==> src/design/trb_pkg.sv <==
// Shared constants and widths for the trigger readout buffer.
package trb_pkg;

	localparam int BUFFER_DEPTH = 32;
	localparam int PACKET_TICKS = 40;
	localparam int TAG_WIDTH = 32;

	localparam int TAG_W = 32;
	localparam int OCC_W = 6;
	localparam int BUSY_W = 32;

	// Stored tags never carry more than the port width.
	localparam int STORE_W = (TAG_WIDTH < TAG_W) ? TAG_WIDTH : TAG_W;
	localparam int CNT_W = $clog2(BUFFER_DEPTH + 1);
	localparam int XING_W = $clog2(PACKET_TICKS + 2);

	localparam logic CMD_TICK = 1'b0;
	localparam logic CMD_CLEAR = 1'b1;

	typedef logic [STORE_W-1:0] tag_t;
	typedef logic [CNT_W-1:0] cnt_t;
	typedef logic [XING_W-1:0] xing_t;

endpackage

==> src/design/trb_if.sv <==
// Tick and result channel interfaces of the trigger readout buffer.
interface trb_tick_if import trb_pkg::*; ();
	logic valid;
	logic ready;
	logic cmd;
	logic trigger;
	logic [TAG_W-1:0] event_tag;

	modport source (output valid, output cmd, output trigger, output event_tag, input ready);
	modport sink (input valid, input cmd, input trigger, input event_tag, output ready);
endinterface

interface trb_result_if import trb_pkg::*; ();
	logic valid;
	logic ready;
	logic event_done;
	logic [TAG_W-1:0] done_tag;
	logic [OCC_W-1:0] occupancy;
	logic buffer_full;
	logic [BUSY_W-1:0] busy_ticks;
	logic trigger_dropped;

	modport source (output valid, output event_done, output done_tag, output occupancy,
		output buffer_full, output busy_ticks, output trigger_dropped, input ready);
	modport sink (input valid, input event_done, input done_tag, input occupancy,
		input buffer_full, input busy_ticks, input trigger_dropped, output ready);
endinterface

==> src/design/trigger_readout_buffer_top.sv <==
// Top level of the trigger readout buffer (trigger derandomizer).
//
// The tick channel carries one transaction per bunch crossing: cmd selects a
// normal tick or a clear, trigger marks a level-one accept and event_tag is
// the tag queued with it. Every tick transaction yields exactly one result
// transaction with the done flag, the finished tag, the occupancy, the full
// flag, the busy tick count and the drop flag for that tick.
//
// Tags sit in a row of cells with the oldest at the front; a pop shifts the
// whole row by one cell. Each tick's result is registered and appears in the
// output register on the next cycle, so the block takes one tick per cycle
// as long as the result side keeps up.
// The tick channel stays ready while the output register is empty or is
// being taken in the same cycle; when the receiver stalls, ready drops and
// the held result stays unchanged.
//
// Reset empties the queue and clears all counters and the output valid flag.
// Tag cells are not reset; only cells holding a queued tag are ever read.
module trigger_readout_buffer_top import trb_pkg::*; (
	input logic clk,
	input logic arst_n,
	trb_tick_if.sink tick,
	trb_result_if.source result
);

	localparam xing_t XingDone = XING_W'(PACKET_TICKS);
	localparam cnt_t CntDepth = CNT_W'(BUFFER_DEPTH);

	cnt_t count_q;
	xing_t xing_q;
	logic done_q;
	logic [BUSY_W-1:0] busy_q;

	logic out_valid_q;
	logic out_done_q;
	logic [TAG_W-1:0] out_tag_q;
	logic [OCC_W-1:0] out_occ_q;
	logic out_full_q;
	logic [BUSY_W-1:0] out_busy_q;
	logic out_drop_q;

	tag_t cell_tag [BUFFER_DEPTH];
	tag_t tag_in;

	logic fire;
	logic clear;
	logic push;
	logic pop;
	logic drop;
	cnt_t cnt_pushed;
	cnt_t wr_pos;
	xing_t xing_inc;
	cnt_t count_d;
	xing_t xing_d;
	logic done_d;
	logic [BUSY_W-1:0] busy_d;
	tag_t front_d;

	assign tick.ready = !out_valid_q || result.ready;
	assign fire = tick.valid && tick.ready;
	assign clear = (tick.cmd == CMD_CLEAR);
	assign tag_in = tick.event_tag[STORE_W-1:0];

	always_comb begin
		push = 1'b0;
		drop = 1'b0;
		if (!clear && tick.trigger) begin
			push = (count_q < CntDepth);
			drop = !push;
		end
		cnt_pushed = count_q + CNT_W'(push);
		// The front entry leaves on the tick after its done flag.
		pop = !clear && (cnt_pushed != '0) && (xing_q == XingDone);
		wr_pos = pop ? count_q - CNT_W'(1) : count_q;
		xing_inc = xing_q + XING_W'(1);

		count_d = cnt_pushed;
		xing_d = xing_q;
		done_d = done_q;
		if (clear) begin
			count_d = '0;
			xing_d = '0;
			done_d = 1'b0;
		end else if (cnt_pushed == '0) begin
			xing_d = '0;
		end else begin
			done_d = (xing_inc == XingDone);
			if (pop) begin
				count_d = cnt_pushed - CNT_W'(1);
				xing_d = '0;
			end else begin
				xing_d = xing_inc;
			end
		end

		if (clear || count_d == '0) begin
			busy_d = '0;
		end else if (busy_q == '1) begin
			busy_d = busy_q;
		end else begin
			busy_d = busy_q + BUSY_W'(1);
		end

		// No pop coincides with a done tick, so on such a tick the front is cell 0 unless
		// a push goes into an empty queue.
		front_d = (push && count_q == '0) ? tag_in : cell_tag[0];
	end

	for (genvar i = 0; i < BUFFER_DEPTH; i++) begin : g_cell
		tag_t tag_next;
		if (i == BUFFER_DEPTH - 1) begin : g_last
			assign tag_next = cell_tag[i];
		end else begin : g_mid
			assign tag_next = cell_tag[i+1];
		end
		trb_cell u_cell (
			.clk(clk),
			.load(fire && push && (wr_pos == CNT_W'(i))),
			.shift(fire && pop),
			.tag_new(tag_in),
			.tag_next(tag_next),
			.tag(cell_tag[i])
		);
	end

	always_ff @(posedge clk or negedge arst_n) begin
		if (!arst_n) begin
			count_q <= '0;
			xing_q <= '0;
			done_q <= 1'b0;
			busy_q <= '0;
			out_valid_q <= 1'b0;
		end else begin
			if (fire) begin
				count_q <= count_d;
				xing_q <= xing_d;
				done_q <= done_d;
				busy_q <= busy_d;
				out_valid_q <= 1'b1;
			end else if (result.ready) begin
				out_valid_q <= 1'b0;
			end
		end
	end

	always_ff @(posedge clk) begin
		if (fire) begin
			out_done_q <= done_d;
			out_tag_q <= (done_d && count_d != '0) ? TAG_W'(front_d) : '0;
			out_occ_q <= OCC_W'(count_d);
			out_full_q <= (count_d >= CntDepth);
			out_busy_q <= busy_d;
			out_drop_q <= drop;
		end
	end

	assign result.valid = out_valid_q;
	assign result.event_done = out_done_q;
	assign result.done_tag = out_tag_q;
	assign result.occupancy = out_occ_q;
	assign result.buffer_full = out_full_q;
	assign result.busy_ticks = out_busy_q;
	assign result.trigger_dropped = out_drop_q;

	a_count_bound: assert property (@(posedge clk) disable iff (!arst_n)
		count_q <= CntDepth)
		else $error("entry count exceeds buffer depth");

	a_done_nonempty: assert property (@(posedge clk) disable iff (!arst_n)
		done_q |-> count_q != '0)
		else $error("done flag set with an empty queue");

	a_xing_nonempty: assert property (@(posedge clk) disable iff (!arst_n)
		xing_q != '0 |-> count_q != '0)
		else $error("crossing count running with an empty queue");

	a_pop_after_done: assert property (@(posedge clk) disable iff (!arst_n)
		fire && pop |-> done_q)
		else $error("pop without a preceding done tick");

endmodule

==> src/design/trb_cell.sv <==
// One slot of the tag queue: loads a new tag or takes its neighbor's tag on a pop.
module trb_cell import trb_pkg::*; (
	input  logic clk,
	input  logic load,
	input  logic shift,
	input  tag_t tag_new,
	input  tag_t tag_next,
	output tag_t tag
);

	tag_t tag_q;

	always_ff @(posedge clk) begin
		if (load) begin
			tag_q <= tag_new;
		end else if (shift) begin
			tag_q <= tag_next;
		end
	end

	assign tag = tag_q;

endmodule

==> src/flat_wrapper.sv <==
// flat-port wrapper written by rule: the top's interface ports become plain ports
module trigger_readout_buffer_top_flat import trb_pkg::*;
  (clk, arst_n, tick_valid, tick_cmd, tick_trigger, tick_event_tag, tick_ready, result_valid, result_event_done, result_done_tag, result_occupancy, result_buffer_full, result_busy_ticks, result_trigger_dropped, result_ready);
  trb_tick_if tick_i ();
  trb_result_if result_i ();
  input logic clk;
  input logic arst_n;
  input wire logic [$bits(tick_i.valid)-1:0] tick_valid;
  input wire logic [$bits(tick_i.cmd)-1:0] tick_cmd;
  input wire logic [$bits(tick_i.trigger)-1:0] tick_trigger;
  input wire logic [$bits(tick_i.event_tag)-1:0] tick_event_tag;
  output wire logic [$bits(tick_i.ready)-1:0] tick_ready;
  output wire logic [$bits(result_i.valid)-1:0] result_valid;
  output wire logic [$bits(result_i.event_done)-1:0] result_event_done;
  output wire logic [$bits(result_i.done_tag)-1:0] result_done_tag;
  output wire logic [$bits(result_i.occupancy)-1:0] result_occupancy;
  output wire logic [$bits(result_i.buffer_full)-1:0] result_buffer_full;
  output wire logic [$bits(result_i.busy_ticks)-1:0] result_busy_ticks;
  output wire logic [$bits(result_i.trigger_dropped)-1:0] result_trigger_dropped;
  input wire logic [$bits(result_i.ready)-1:0] result_ready;
  assign tick_i.valid = tick_valid;
  assign tick_i.cmd = tick_cmd;
  assign tick_i.trigger = tick_trigger;
  assign tick_i.event_tag = tick_event_tag;
  assign tick_ready = tick_i.ready;
  assign result_valid = result_i.valid;
  assign result_event_done = result_i.event_done;
  assign result_done_tag = result_i.done_tag;
  assign result_occupancy = result_i.occupancy;
  assign result_buffer_full = result_i.buffer_full;
  assign result_busy_ticks = result_i.busy_ticks;
  assign result_trigger_dropped = result_i.trigger_dropped;
  assign result_i.ready = result_ready;
  trigger_readout_buffer_top u_core (.clk(clk), .arst_n(arst_n), .tick(tick_i), .result(result_i));
endmodule
==> config.mk <==
export PLATFORM = sky130hd
export DESIGN_NAME = trigger_readout_buffer_top_flat
export DESIGN_NICKNAME = d
export VERILOG_FILES = /design/src/design/trb_pkg.sv /design/src/design/trb_if.sv /design/src/design/trigger_readout_buffer_top.sv /design/src/design/trb_cell.sv /design/src/flat_wrapper.sv
export SDC_FILE = /design/constraint.sdc
export NUM_CORES = 1
export LEC_CHECK = 0
export ABC_CLOCK_PERIOD_IN_PS = 6800
export BUFFER_PORTS_ARGS = -buffer_cell sky130_fd_sc_hd__clkbuf_2
export CORE_ASPECT_RATIO = 0.9
export CORE_UTILIZATION = 60
export CTS_CLUSTER_SIZE = 20
export DETAILED_ROUTE_END_ITERATION = 12
export PLACE_DENSITY_LB_ADDON = 0.25
export SYNTH_ARGS = -nofsm -noshare
export SYNTH_HDL_FRONTEND = slang
export SYNTH_SLANG_ARGS = --single-unit
==> constraint.sdc <==
create_clock -name clk -period 6.8 [get_ports clk]
set_input_delay 0.34 -clock clk [delete_from_list [all_inputs] [get_ports clk]]
set_output_delay 0.34 -clock clk [all_outputs]
set_load 0.01 [all_outputs]
==> results.sh <==
export IMPL_tightest_slew_ns=1.34
export IMPL_diodes=0
export IMPL_fin_crit_sh_pct=83.7
export IMPL_dp_hpwl_um=60800
export IMPL_fin_skew_ns=0.0227
export IMPL_track_usage_pct=25.9
export IMPL_rsz0062_at_grt="no"
export IMPL_finalHoldViolations=0
export IMPL_synth_cell_types=62
export IMPL_clk_pin_slew_worst_paths_ns=0.06
export IMPL_portBuffers=112
export IMPL_vias=25800
export IMPL_antenna_found_initial=1
export IMPL_cts_path_max_buffers=3
export IMPL_drtIter0Drc=2570
export IMPL_die_x_um=304
export IMPL_grt_pass1_vias=25300
export IMPL_layout_nets=3040
export IMPL_syn_cell_area_um2=49400
export IMPL_final_max_slew_viol_count=0
export IMPL_synth_area_per_cell_um2=16.9
export IMPL_grt_first_pass_wirelength_um=162000
export IMPL_hold_buffers=4
export IMPL_synth_xor_area_share_pct=0.621
export IMPL_clock_sinks=1143
export IMPL_layout_common_cells="1,097 x edfxtp_1, 958 x mux2_2, 145 x nand2_1"
export IMPL_drive_above_1_share_pct=43.1
export IMPL_cts_tree="yes"
export IMPL_start_util_pct=60.8
export IMPL_worstSetupEndpointType="flop"
export IMPL_grt_max_degree=58
export IMPL_ys_ff_latch=1143
export IMPL_min_period_ns=5.69
export IMPL_grt_overflow_total=0
export IMPL_cts_root_buffer="clkbuf_16"
export IMPL_final_common_cell="edfxtp_1"
export IMPL_ys_seq_area_share_pct=69.0
export IMPL_core_area_um2=81300
export IMPL_synth_edf_count=1097
export IMPL_totalWireLength_um=107000
export IMPL_leakagePower_nw=18.6
export IMPL_dieHeight_um=274
export IMPL_crit_fanout=33
export IMPL_relSlewSlack_pct=10.8
export IMPL_insertion_delay_ns=0.67
export IMPL_drc_errors=0
export IMPL_htree_levels=3
export IMPL_syn_inst=2918
export IMPL_synth_ff_type="edfxtp_1"
export IMPL_startpoint_type="flop"
export IMPL_critPathKind="flop to flop"
export IMPL_gp_congestion=0.898
export IMPL_worst_ep_arrival_time_ns=5.98
export IMPL_synth_compound_area_share_pct=1.83
export IMPL_cellPowerDensity_nw_per_um2=259
export IMPL_synth_top_family_by_area="multiplexers"
export IMPL_synthArstFlopShare_pct=4.02
export IMPL_yosys_warnings=0
export IMPL_setup_viol=0
export IMPL_power_mw=14.1
export IMPL_cp_required_ns=7.08
export IMPL_max_freq_mhz=176
export IMPL_post_cts_setup_buffer_count=0
export IMPL_postRouteAntennaNets=0
export IMPL_areaGrowthSynthToFinish_pct=10.1
export IMPL_routed_via_density=6.22
export IMPL_ios=113
export IMPL_vdd_drop_max_mv=0.226
export IMPL_hold_class="input port to flop"
export IMPL_dieArea_um2=83500
export IMPL_synthesis_nets=2965
export IMPL_cts_resized_gates=0
export IMPL_first_pass_iters=5
export IMPL_synth_simple_area_share_pct=3.36
export IMPL_placed_area_um2=50900
export IMPL_synthMuxAreaShare_pct=22.8
export IMPL_status="finished clean"
export IMPL_synthAdderAreaFrac_pct=0.228
export IMPL_cts_inserted_buffers=109
export IMPL_setup_tns_ns=0
export IMPL_row_count=99
export IMPL_cap_violations=0
export IMPL_wl_per_cell_um=26.0
export IMPL_final_area_um2=54400
## logic make-up after synthesis
logic type | Yosys count
AO/OA/AOI/OAI | 140
XOR/XNOR | 35
adder cells (fa/ha/maj) | 9
buffers and inverters | 245
flip-flops | 1143
multiplexers | 1001
AND/OR/NAND/NOR | 345
## report_power, final
group	internal (mW)	leakage, nW	switching (mW)	total (mW)
sequential	7.67	10.6	0.0397	7.71
combinational	0.130	6.39	0.403	0.533
clock	3.31	1.68	2.56	5.87
total	11.1	18.6	3.00	14.1
## worst max-delay path, stage by stage (launching register included)
cell and delay (ns):
dfrtp_1 0.43, nor3b_1 0.53, ha_1 0.33, ha_1 0.38
xnor2_1 0.28, nand2_1 0.16, a2111oi_2 0.67, nor3_1 0.30
o31ai_4 0.76, nand3_1 0.17, buf_4 0.31, nand2_1 0.97
## worst paths after layout
| path | startpoint | to | slack, ns | cells after the start |
|---|---|---|---|---|
| worst max register to register | u_core.count_q[5]$_DFFE_PN0P_ | u_core.g_cell[17].u_cell.tag[19]$_DFFE_PP_ | 1.11 | 11 |
| worst min-delay path | tick_cmd | u_core.count_q[2]$_DFFE_PN0P_ | 0.15 | 2 |
| min in group asynchronous | arst_n | u_core.result.valid$_DFFE_PN0P_ | 0.31 | 3 |
| max in group asynchronous | arst_n | u_core.done_q$_DFFE_PN0P_ | 6.03 | 3 |
| worst min register to register | u_core.done_q$_DFFE_PN0P_ | u_core.done_q$_DFFE_PN0P_ | 0.49 | 2 |
| worst max-delay path | u_core.count_q[5]$_DFFE_PN0P_ | u_core.g_cell[17].u_cell.tag[19]$_DFFE_PP_ | 1.11 | 11 |
## routing by layer
layer / GRT usage, % / wire length (µm)
met4: 6.67 / 2290
met5: 0 / 0
met3: 6.45 / 10400
met1: 40.2 / 48700
met2: 36.6 / 46100
## through the flow
stage / utilization [%] / hold WS, ns / worst slack (ns) / cells
global route: 66.9 / 0.177 / 0.723 / 4141
detailed placement: 62.7 / 0.476 / 1.02 / 3938
floorplan: - / 0.0444 / 2.19 / 2918
finish: 66.9 / 0.153 / 1.11 / 4141
CTS: 66.9 / 0.105 / 1.20 / 4141
global placement: 62.7 / 0.470 / 1.32 / 3938
## layout make-up
class / count / area, µm²
clock buffer: 126 / 2830
tap: 1060 / 1330
sequential: 1143 / 34100
timing repair buffer: 198 / 1220
inverter: 11 / 43.8
multi-input combinational: 1530 / 14300
clock inverter: 73 / 592
fill: 5279 / 26900
## flip-flops by register name (all words and copies together), names as in the netlist
register,cells
u_core.result.occupancy,6
u_core.result.busy_ticks,32
u_core.result.trigger_dropped,1
u_core.result.valid,1
u_core.xing_q,6
u_core.result.buffer_full,1
u_core.done_q,1
u_core.result.done_tag,32
u_core.count_q,6
u_core.result.event_done,1
u_core.busy_q,32
u_core.g_cell.u_cell.tag,1024
## cell usage after synthesis, types with 2 or more instances
library cell / count / area, µm²
edfxtp_1: 1097 / 32900
mux2_2: 958 / 10800
nand2_1: 145 / 544
clkbuf_1: 121 / 454
buf_2: 109 / 546
nor2_1: 55 / 206
dfrtp_1: 46 / 1150
o21ai_0: 46 / 230
a21oi_1: 44 / 220
nand3_1: 44 / 220
mux2_1: 36 / 405
xor2_1: 19 / 166
xnor2_1: 16 / 140
nor3_1: 14 / 70.1
or4_1: 12 / 90.1
inv_1: 10 / 37.5
and2_1: 9 / 56.3
and3_1: 9 / 56.3
ha_1: 9 / 113
nor2b_1: 9 / 56.3
a22o_1: 8 / 70.1
and4_1: 7 / 61.3
mux2i_1: 6 / 60.1
nand2b_1: 6 / 37.5
nand3_2: 6 / 60.1
a31oi_1: 5 / 31.3
nand4_1: 5 / 31.3
nor4_1: 5 / 31.3
nor3b_1: 4 / 30.0
o22ai_1: 4 / 25.0
o2bb2ai_1: 4 / 35.0
or2_2: 4 / 25.0
a21boi_0: 3 / 22.5
a21o_1: 3 / 22.5
buf_1: 3 / 11.3
o31ai_1: 3 / 22.5
o31ai_2: 3 / 37.5
or3_1: 3 / 18.8
a2111o_1: 2 / 22.5
a32o_1: 2 / 20.0
o21bai_1: 2 / 15.0
o32ai_2: 2 / 32.5
Power figures use the tool's default switching activity.
